--- config.mk ---
export PLATFORM = sky130hd
export DESIGN_NAME = protected_window_lru_slot_policy
export DESIGN_NICKNAME = d
export VERILOG_FILES = /design/src/rtl/pwlru_pkg.sv /design/src/rtl/protected_window_lru_slot_policy.sv
export VERILOG_INCLUDE_DIRS = /design/src /design/src/rtl
export SDC_FILE = /design/constraint.sdc
export NUM_CORES = 1
export LEC_CHECK = 0
export BUFFER_PORTS_ARGS = -buffer_cell sky130_fd_sc_hd__buf_2
export CORE_MARGIN = 2
export CORE_UTILIZATION = 57
export DETAILED_ROUTE_END_ITERATION = 8
export PLACE_DENSITY = 0.74
export SYNTH_ARGS = -nofsm -noshare
export SYNTH_HDL_FRONTEND = slang
export SYNTH_SLANG_ARGS = --single-unit
--- constraint.sdc ---
create_clock -name clk -period 7.6 [get_ports clk]
set_input_delay 1.52 -clock clk [delete_from_list [all_inputs] [get_ports clk]]
set_output_delay 1.52 -clock clk [all_outputs]
set_load 0.02 [all_outputs]
--- src/rtl/assert_macros.svh ---
// assertion macros shared by the rtl of the slot policy block
// expects a clock named clk and an active-low reset named rst_n in scope
`ifndef ASSERT_MACROS_SVH
`define ASSERT_MACROS_SVH

// property checked at every rising clock edge outside reset
`define ASSERT_ALWAYS(label, prop, msg) \
    label: assert property (@(posedge clk) disable iff (!rst_n) (prop)) else $error(msg);

// consequent must hold in the cycle after the antecedent
`define ASSERT_NEXT(label, ante, cons, msg) \
    label: assert property (@(posedge clk) disable iff (!rst_n) (ante) |=> (cons)) \
        else $error(msg);

`endif

--- src/rtl/pwlru_pkg.sv ---
// types and constants for the protected-window lru slot policy
// no dependencies; used by protected_window_lru_slot_policy
`timescale 1ns / 1ps

package pwlru_pkg;

    localparam int SLOTS     = 12;
    localparam int SLOT_W    = 4;
    localparam int TAG_W     = 8;
    localparam int AGE_W     = 32;
    localparam int COUNT_W   = 9;
    localparam int WINDOW_W  = 8;
    localparam int KIND_W    = 3;
    localparam int MAX_ITEMS = 256;

    // request kinds
    localparam logic [KIND_W-1:0] KIND_FIND   = 3'd0;
    localparam logic [KIND_W-1:0] KIND_TOUCH  = 3'd1;
    localparam logic [KIND_W-1:0] KIND_ALLOC  = 3'd2;
    localparam logic [KIND_W-1:0] KIND_COMMIT = 3'd3;
    localparam logic [KIND_W-1:0] KIND_CLEAR  = 3'd4;

    // configuration register indexes
    localparam logic CFG_ITEM_COUNT     = 1'b0;
    localparam logic CFG_PROTECT_WINDOW = 1'b1;

    localparam logic [WINDOW_W-1:0] PROTECT_WINDOW_RESET = 8'd4;

    typedef enum logic [3:0] {
        ST_IDLE   = 4'b0001,
        ST_SCAN   = 4'b0010,
        ST_FINISH = 4'b0100,
        ST_DONE   = 4'b1000
    } state_t;

endpackage

--- src/rtl/protected_window_lru_slot_policy.sv ---
// protected-window lru slot policy: slot table, scan sequencer and result register
// depends on pwlru_pkg and assert_macros.svh
`timescale 1ns / 1ps

// Usage
// Input channel (in_valid/in_ready) carries one request: kind, item,
// current_position, commit_slot. Output channel (out_valid/out_ready)
// returns exactly one transaction per request: hit and slot.
// Find, touch and allocate scan the twelve slots one per cycle through a
// single tag compare / distance / age compare unit, then reach a final
// finish step, where touch and allocate update the table. Commit, clear and
// unknown kinds skip the scan and go straight to that finish step.
// The result sits in an output register; while it waits for out_ready the
// block goes back to idle and takes the next request, and only stalls that
// next request at its final step if the earlier result is still unclaimed.
// Configuration (cfg_write, cfg_index, cfg_data) must be written while idle;
// the block itself does not enforce this. Index 0 is item_count, index 1 protect_window.
// Reset empties the table, zeroes ages and the use counter, sets
// item_count to 0 and protect_window to 4, and leaves no result pending.

`include "assert_macros.svh"

module protected_window_lru_slot_policy (
    input  logic                                clk,
    input  logic                                rst_n,
    input  logic                                cfg_write,
    input  logic                                cfg_index,
    input  logic [pwlru_pkg::COUNT_W-1:0]       cfg_data,
    input  logic                                in_valid,
    output logic                                in_ready,
    input  logic [pwlru_pkg::KIND_W-1:0]        kind,
    input  logic [pwlru_pkg::TAG_W-1:0]         item,
    input  logic [pwlru_pkg::TAG_W-1:0]         current_position,
    input  logic [pwlru_pkg::SLOT_W-1:0]        commit_slot,
    output logic                                out_valid,
    input  logic                                out_ready,
    output logic                                hit,
    output logic [pwlru_pkg::SLOT_W-1:0]        slot
);

    localparam int SW = pwlru_pkg::SLOT_W;
    localparam int TW = pwlru_pkg::TAG_W;
    localparam int AW = pwlru_pkg::AGE_W;
    localparam int CW = pwlru_pkg::COUNT_W;
    localparam int DW = CW + 2;

    localparam logic [SW-1:0] LAST_SLOT = SW'(pwlru_pkg::SLOTS - 1);
    localparam logic [CW-1:0] MAX_COUNT = CW'(pwlru_pkg::MAX_ITEMS);

    pwlru_pkg::state_t state_reg;

    // configuration
    logic [CW-1:0]                    item_count_reg;
    logic [pwlru_pkg::WINDOW_W-1:0]   protect_window_reg;

    // slot table
    logic [pwlru_pkg::SLOTS-1:0]      ready_reg;
    logic [TW-1:0]                    tag_reg [pwlru_pkg::SLOTS];
    logic [AW-1:0]                    age_reg [pwlru_pkg::SLOTS];
    logic [AW-1:0]                    use_counter_reg;
    logic [AW-1:0]                    use_counter_next;

    // captured request
    logic [pwlru_pkg::KIND_W-1:0]     kind_reg;
    logic [TW-1:0]                    item_reg;
    logic [TW-1:0]                    cur_reg;
    logic [SW-1:0]                    cslot_reg;

    // scan state
    logic [SW-1:0]                    scan_idx_reg;
    logic                             hit_found_reg;
    logic [SW-1:0]                    hit_idx_reg;
    logic                             free_found_reg;
    logic [SW-1:0]                    free_idx_reg;
    logic                             unprot_found_reg;
    logic [AW-1:0]                    oldest_reg;
    logic [SW-1:0]                    pick_idx_reg;

    // result
    logic                             res_hit_reg;
    logic [SW-1:0]                    res_slot_reg;
    logic                             out_valid_reg;
    logic                             out_hit_reg;
    logic [SW-1:0]                    out_slot_reg;

    // shared per-slot unit
    logic                             cur_ready;
    logic [TW-1:0]                    cur_tag;
    logic [AW-1:0]                    cur_age;
    logic                             cur_match;
    logic [CW-1:0]                    n_eff;
    logic signed [DW-1:0]             n_s;
    logic signed [DW-1:0]             dist_raw;
    logic signed [DW-1:0]             dist_adj;
    logic                             cur_prot;
    logic                             age_older;

    logic                             in_fire;
    logic                             needs_scan;
    logic                             cslot_valid;
    logic [SW-1:0]                    victim_idx;
    logic                             out_free;

    assign in_ready  = (state_reg == pwlru_pkg::ST_IDLE);
    assign in_fire   = in_valid && in_ready;
    assign out_valid = out_valid_reg;
    assign hit       = out_hit_reg;
    assign slot      = out_slot_reg;
    assign out_free  = !out_valid_reg || out_ready;

    assign needs_scan = (kind == pwlru_pkg::KIND_FIND) || (kind == pwlru_pkg::KIND_TOUCH)
                     || (kind == pwlru_pkg::KIND_ALLOC);

    assign use_counter_next = use_counter_reg + AW'(1);
    assign cslot_valid      = (cslot_reg <= LAST_SLOT);
    assign victim_idx       = free_found_reg ? free_idx_reg : pick_idx_reg;

    // slot under the scan pointer
    assign cur_ready = ready_reg[scan_idx_reg];
    assign cur_tag   = tag_reg[scan_idx_reg];
    assign cur_age   = age_reg[scan_idx_reg];
    assign cur_match = cur_ready && (cur_tag == item_reg);

    // forward distance from the current position, one conditional wrap
    assign n_eff    = (item_count_reg > MAX_COUNT) ? MAX_COUNT : item_count_reg;
    assign n_s      = $signed({2'b00, n_eff});
    assign dist_raw = $signed({3'b000, cur_tag}) + n_s - $signed({3'b000, cur_reg});
    assign dist_adj = (dist_raw >= n_s) ? (dist_raw - n_s) : dist_raw;
    assign cur_prot = (n_eff != '0) && (dist_adj >= 0) && (dist_adj < n_s)
                   && (dist_adj <= $signed({3'b000, protect_window_reg}));
    assign age_older = (cur_age < oldest_reg);

    // configuration registers
    always_ff @(posedge clk or negedge rst_n)
    begin
        if (!rst_n)
        begin
            item_count_reg     <= '0;
            protect_window_reg <= pwlru_pkg::PROTECT_WINDOW_RESET;
        end
        else if (cfg_write)
        begin
            unique case (cfg_index)
                pwlru_pkg::CFG_ITEM_COUNT:     item_count_reg     <= cfg_data;
                pwlru_pkg::CFG_PROTECT_WINDOW: protect_window_reg <= cfg_data[7:0];
                default:                       ;
            endcase
        end
    end

    // sequencer, scan bookkeeping and result register
    always_ff @(posedge clk or negedge rst_n)
    begin
        if (!rst_n)
        begin
            state_reg        <= pwlru_pkg::ST_IDLE;
            scan_idx_reg     <= '0;
            hit_found_reg    <= 1'b0;
            free_found_reg   <= 1'b0;
            unprot_found_reg <= 1'b0;
            out_valid_reg    <= 1'b0;
        end
        else
        begin
            if ((state_reg == pwlru_pkg::ST_DONE) && out_free)
            begin
                out_valid_reg <= 1'b1;
            end
            else if (out_ready)
            begin
                out_valid_reg <= 1'b0;
            end

            unique case (state_reg)
                pwlru_pkg::ST_IDLE:
                begin
                    if (in_fire)
                    begin
                        scan_idx_reg     <= '0;
                        hit_found_reg    <= 1'b0;
                        free_found_reg   <= 1'b0;
                        unprot_found_reg <= 1'b0;
                        state_reg <= needs_scan ? pwlru_pkg::ST_SCAN : pwlru_pkg::ST_FINISH;
                    end
                end
                pwlru_pkg::ST_SCAN:
                begin
                    if (cur_match && !hit_found_reg)
                    begin
                        hit_found_reg <= 1'b1;
                    end
                    if (!cur_ready && !free_found_reg)
                    begin
                        free_found_reg <= 1'b1;
                    end
                    if (cur_ready && !cur_prot)
                    begin
                        unprot_found_reg <= 1'b1;
                    end
                    if (scan_idx_reg == LAST_SLOT)
                    begin
                        state_reg <= pwlru_pkg::ST_FINISH;
                    end
                    else
                    begin
                        scan_idx_reg <= scan_idx_reg + SW'(1);
                    end
                end
                pwlru_pkg::ST_FINISH:
                begin
                    state_reg <= pwlru_pkg::ST_DONE;
                end
                pwlru_pkg::ST_DONE:
                begin
                    if (out_free)
                    begin
                        state_reg <= pwlru_pkg::ST_IDLE;
                    end
                end
                default:
                begin
                    state_reg <= pwlru_pkg::ST_IDLE;
                end
            endcase
        end
    end

    // payload: captured request, scan picks, result
    always_ff @(posedge clk)
    begin
        if (in_fire)
        begin
            kind_reg     <= kind;
            item_reg     <= item;
            cur_reg      <= current_position;
            cslot_reg    <= commit_slot;
            oldest_reg   <= '1;
            pick_idx_reg <= '0;
        end

        if (state_reg == pwlru_pkg::ST_SCAN)
        begin
            if (cur_match && !hit_found_reg)
            begin
                hit_idx_reg <= scan_idx_reg;
            end
            if (!cur_ready && !free_found_reg)
            begin
                free_idx_reg <= scan_idx_reg;
            end
            // first unprotected wins, later ones if older; else oldest protected slot
            if (cur_ready)
            begin
                if (!cur_prot && (!unprot_found_reg || age_older))
                begin
                    oldest_reg   <= cur_age;
                    pick_idx_reg <= scan_idx_reg;
                end
                else if (!unprot_found_reg && age_older)
                begin
                    oldest_reg   <= cur_age;
                    pick_idx_reg <= scan_idx_reg;
                end
            end
        end

        if (state_reg == pwlru_pkg::ST_FINISH)
        begin
            unique case (kind_reg) inside
                pwlru_pkg::KIND_FIND, pwlru_pkg::KIND_TOUCH:
                begin
                    res_hit_reg  <= hit_found_reg;
                    res_slot_reg <= hit_found_reg ? hit_idx_reg : '0;
                end
                pwlru_pkg::KIND_ALLOC:
                begin
                    res_hit_reg  <= hit_found_reg;
                    res_slot_reg <= hit_found_reg ? hit_idx_reg : victim_idx;
                end
                pwlru_pkg::KIND_COMMIT:
                begin
                    res_hit_reg  <= 1'b0;
                    res_slot_reg <= cslot_valid ? cslot_reg : '0;
                end
                default:
                begin
                    res_hit_reg  <= 1'b0;
                    res_slot_reg <= '0;
                end
            endcase
        end

        if ((state_reg == pwlru_pkg::ST_DONE) && out_free)
        begin
            out_hit_reg  <= res_hit_reg;
            out_slot_reg <= res_slot_reg;
        end
    end

    // tags need no reset: only ready slots are ever compared
    always_ff @(posedge clk)
    begin
        if (state_reg == pwlru_pkg::ST_FINISH)
        begin
            if ((kind_reg == pwlru_pkg::KIND_ALLOC) && !hit_found_reg)
            begin
                tag_reg[victim_idx] <= item_reg;
            end
            else if ((kind_reg == pwlru_pkg::KIND_COMMIT) && cslot_valid)
            begin
                tag_reg[cslot_reg] <= item_reg;
            end
        end
    end

    // ready flags, ages and use counter
    always_ff @(posedge clk or negedge rst_n)
    begin
        if (!rst_n)
        begin
            ready_reg       <= '0;
            use_counter_reg <= '0;
            for (int i = 0; i < pwlru_pkg::SLOTS; i++)
            begin
                age_reg[i] <= '0;
            end
        end
        else if (state_reg == pwlru_pkg::ST_FINISH)
        begin
            unique case (kind_reg)
                pwlru_pkg::KIND_TOUCH:
                begin
                    if (hit_found_reg)
                    begin
                        use_counter_reg      <= use_counter_next;
                        age_reg[hit_idx_reg] <= use_counter_next;
                    end
                end
                pwlru_pkg::KIND_ALLOC:
                begin
                    if (!hit_found_reg)
                    begin
                        ready_reg[victim_idx] <= 1'b0;
                    end
                end
                pwlru_pkg::KIND_COMMIT:
                begin
                    if (cslot_valid)
                    begin
                        ready_reg[cslot_reg] <= 1'b1;
                        use_counter_reg      <= use_counter_next;
                        age_reg[cslot_reg]   <= use_counter_next;
                    end
                end
                pwlru_pkg::KIND_CLEAR:
                begin
                    ready_reg       <= '0;
                    use_counter_reg <= '0;
                    for (int i = 0; i < pwlru_pkg::SLOTS; i++)
                    begin
                        age_reg[i] <= '0;
                    end
                end
                default:
                begin
                end
            endcase
        end
    end

    `ASSERT_ALWAYS(a_scan_in_range, (state_reg == pwlru_pkg::ST_SCAN) |-> (scan_idx_reg <= LAST_SLOT), "scan pointer past last slot")
    `ASSERT_ALWAYS(a_result_slot_in_range, out_valid_reg |-> (out_slot_reg <= LAST_SLOT), "result slot out of range")
    `ASSERT_NEXT(a_counter_only_at_finish, state_reg != pwlru_pkg::ST_FINISH, $stable(use_counter_reg), "use counter moved outside the update step")
    `ASSERT_NEXT(a_result_loaded_when_free, (state_reg == pwlru_pkg::ST_DONE) && out_free, out_valid_reg && (state_reg == pwlru_pkg::ST_IDLE), "result not loaded on release")

endmodule
==> metrics.txt <==
Avg Inst Size Synth=approximately 11 um2; Rows=between 80 and 90; Gate Count Post-Synth=2654; status=finished, final reports clean; fraction of layout cells with a size suffix above 1=0.151; vias after detailed routing=21200; Routed WL=77800 um; Synth Net Count=2769; post-synthesis sequential area ratio=0.550; Register Area=16300 um2; Design Power=11.9 mW; max frequency=0.139 GHz; GRT busiest layer=met2; Place WS=about 60 ps; critical path data arrival time=7660 ps; period utilization=0.945; CTS Buf Count=67; Least-Margin Pin Slew=between 1000 and 1500 ps; Max-Cap Viols=0; Clk pwr share=0.276; Hold Path Stages=0; Hold Path Origin=res_slot_reg[2]$_DFFE_PP_; Seq pwr share=0.318; first-pass GRT wire length=about 120000 um; Initial Util=0.577; area post-placement=~30000 um2; CP Launch Type=register; placer congestion estimate=0.866; Synth Flop Type=dfrtp_1; clock net sink count=630; hold path endpoint=slot[2]$_DFFE_PP_; Synth cell types=between 70 and 80; maximum fanout along the worst path=36; FF-to-FF End=oldest_reg[31]$_DFF_P_; Yosys warnings=0; CP Capture Type=register; # setup viols final=0; CTS tree=done; number of global-route vias before repair=around 22000; Worst Setup Slack, final=416 ps; DRC viols=0; register bit total from synthesis=630; skew final=around 27 ps; dpl cells=3236; Post-DP HPWL=around 46000 um; post-layout min period=a little over 7000 ps; core area=51300 um2; P per Cell Area=roughly 360 nW/um2; Switching Share=0.361; wire per inst=23.1 um; Final TNS setup=0 ps; DRT Pass-1 Iters=6; slowest CP cell=fa_1; Hold Path Class=register to register; maximum clock path buffer count=3; total track usage=0.297; Crit Path Category=register to register; Reg2Reg Depth=29; Area Overhead vs Synth=10.5%; Psw=~4.3 mW; grt ovf=0; final hold vios=0; EDFF count, synth=roughly 140; Final nets=2747; max incr delay on CP=between 500 and 600 ps; met3 Use GR=0.0697; final cell count without fillers=3364; Worst EP required=8080 ps; H-Tree Depth=3; FF-to-FF Start=scan_idx_reg[0]$_DFFE_PN0P_; Rel. slew slack=0.151; Leak=14.0 nW; Design Area, Final=around 33000 um2; DR iter-0 viols=1957; die area=~54000 um2; I/O pin total=45; antenna fix cells=0; VDD IR max=about 0.00043 V; met1 Usage GRT=0.389; clock root cell=clkbuf_16; met2 Resource Use GR=0.486; Reg clk slew, reported paths=approximately 60 ps; initial antenna violation count=0; post-synthesis async set-or-reset flop share=0.725; Die Width=232 um; Slew Viols, Final=0; Routed Antenna Nets=0; R2R setup slack=between 400 and 500 ps; Die H=roughly 230 um; Internal=between 7 and 8 mW; multi-input logic area=about 12000 um2; IO buf count=44; combinational power share=0.406; Clock Latency Late Sink=just over 600 ps; Cell Area, Synth=29600 um2; pin count of the biggest net entering global routing=136; Fillers=approximately 3900; number of vias per cell=approximately 6.3
-- area by class of cell --
class / count / area share
Sequential cell: 630 / 0.498
Multi-Input combinational cell: 1768 / 0.380
Clock buffer: 102 / 0.0618
Tap cell: 680 / 0.0260
Timing Repair Buffer: 86 / 0.0190
Inverter: 79 / 0.00907
Clock inverter: 19 / 0.00589
-- how the worst max path moves through the flow --
stage                                start                     end  slack [ps]  cells after the start
4_1_cts        scan_idx_reg[0]$_DFFE_PN0P_  oldest_reg[21]$_DFF_P_          30                     29
5_1_grt        scan_idx_reg[0]$_DFFE_PN0P_  oldest_reg[21]$_DFF_P_         -40                     32
6_report       scan_idx_reg[0]$_DFFE_PN0P_  oldest_reg[31]$_DFF_P_         420                     29
3_5_place_dp   scan_idx_reg[0]$_DFFE_PN0P_  oldest_reg[21]$_DFF_P_          60                     29
2_1_floorplan  scan_idx_reg[0]$_DFFE_PN0P_  oldest_reg[10]$_DFF_P_           3                     32
3_3_place_gp   scan_idx_reg[0]$_DFFE_PN0P_  oldest_reg[26]$_DFF_P_         320                     30
-- through the flow --
| stage | utilization | hold slack [ps] |
|---|---|---|
| after floorplan | - | 400 |
| after detailed placement | 0.592 | 412 |
| after global routing | 0.637 | 434 |
| final | 0.637 | 422 |
| after CTS | 0.635 | 421 |
| after global placement | 0.592 | 407 |
-- synthesized netlist by cell type, types with 5 or more instances --
library cell    n  area (um2)
nand2_1       514        1930
nand3_1        27         135
nor2_1        107         402
o21a_1          8        60.1
inv_1          76         285
or3_1           5        31.3
fa_1            7         140
dfxtp_1        36         721
mux4_2        123        2770
edfxtp_1      137        4110
o211ai_1        8        60.1
o21ai_0       463        2320
nor3_1         16        80.1
and3_1          7        43.8
xor2_1         30         263
a21oi_1        58         290
mux2i_1        55         551
nor2b_1        13        81.3
a21o_1         19         143
mux2_4         25         375
o21bai_1        5        37.5
buf_1          17        63.8
o31ai_1         8        60.1
clkbuf_1      153         574
and2_1          6        37.5
mux2_2         24         270
xnor2_1        25         219
dfrtp_1       455       11400
nand2b_1       19         119
o2bb2ai_1      31         272
ha_1           70         876
nand4_1        15        93.8
a31oi_1         8        50.1
or4_1           5        37.5
-- cell families after synthesis --
group           share of synthesized area
fa+ha+maj                          0.0347
mux                                 0.134
xor+xnor                           0.0163
compound gates                      0.124
flops                               0.550
buf+inv                            0.0334
simple gates                        0.108
-- cell usage in the layout, fill, tap and decap left out, types with 13 or more instances in the layout --
master and n:
inv_1 76, o21ai_0 460, xnor2_1 25, a21oi_1 55, nor3_1 16, edfxtp_1 137, nor2b_1 13, clkbuf_1 16
mux4_2 123, dfrtp_1 452, nand2_1 506, mux2_2 24, clkbuf_16 69, dfxtp_1 36, nor2_1 105, ha_1 70
nand2b_1 19, clkbuf_8 17, buf_4 36, buf_2 43, nand3_1 27, a21o_1 19, nand4_1 15, mux2i_1 55
xor2_1 30, o2bb2ai_1 31, mux2_4 25
-- per-layer routing --
metal  wire (um)  vias up
met5           0        -
met4        2890        0
met3        6860      240
met2       37500      950
met1       30600    10600
li1            -     9343
-- critical path: cells and delay by family, from the launching register on --
| kind | cells | cell delay [ps] |
|---|---|---|
| simple gates | 3 | 340 |
| flops | 1 | 460 |
| compound gates | 15 | 2610 |
| xor+xnor | 1 | 170 |
| buf+inv | 2 | 420 |
| fa+ha+maj | 5 | 2020 |
| mux | 3 | 1010 |
-- power by group through the flow --
stage / Combinational [mW] / Sequential, mW / Clock [mW]
final: 4.82 / 3.78 / 3.27
after global routing: 5.33 / 3.79 / 3.44
after CTS: 4.62 / 3.79 / 3.30
after detailed placement: 4.58 / 3.85 / 0
after global placement: 4.50 / 3.84 / 0
after floorplan: 3.61 / 3.75 / 0
-- what timing repair did --
action                     in CTS  in global routing
setup endpoints to repair       0                 36
setup buffers                   0                  7
hold buffers                    0                  0
gates resized for setup         0                 10
(Power assumes the default switching activity.)
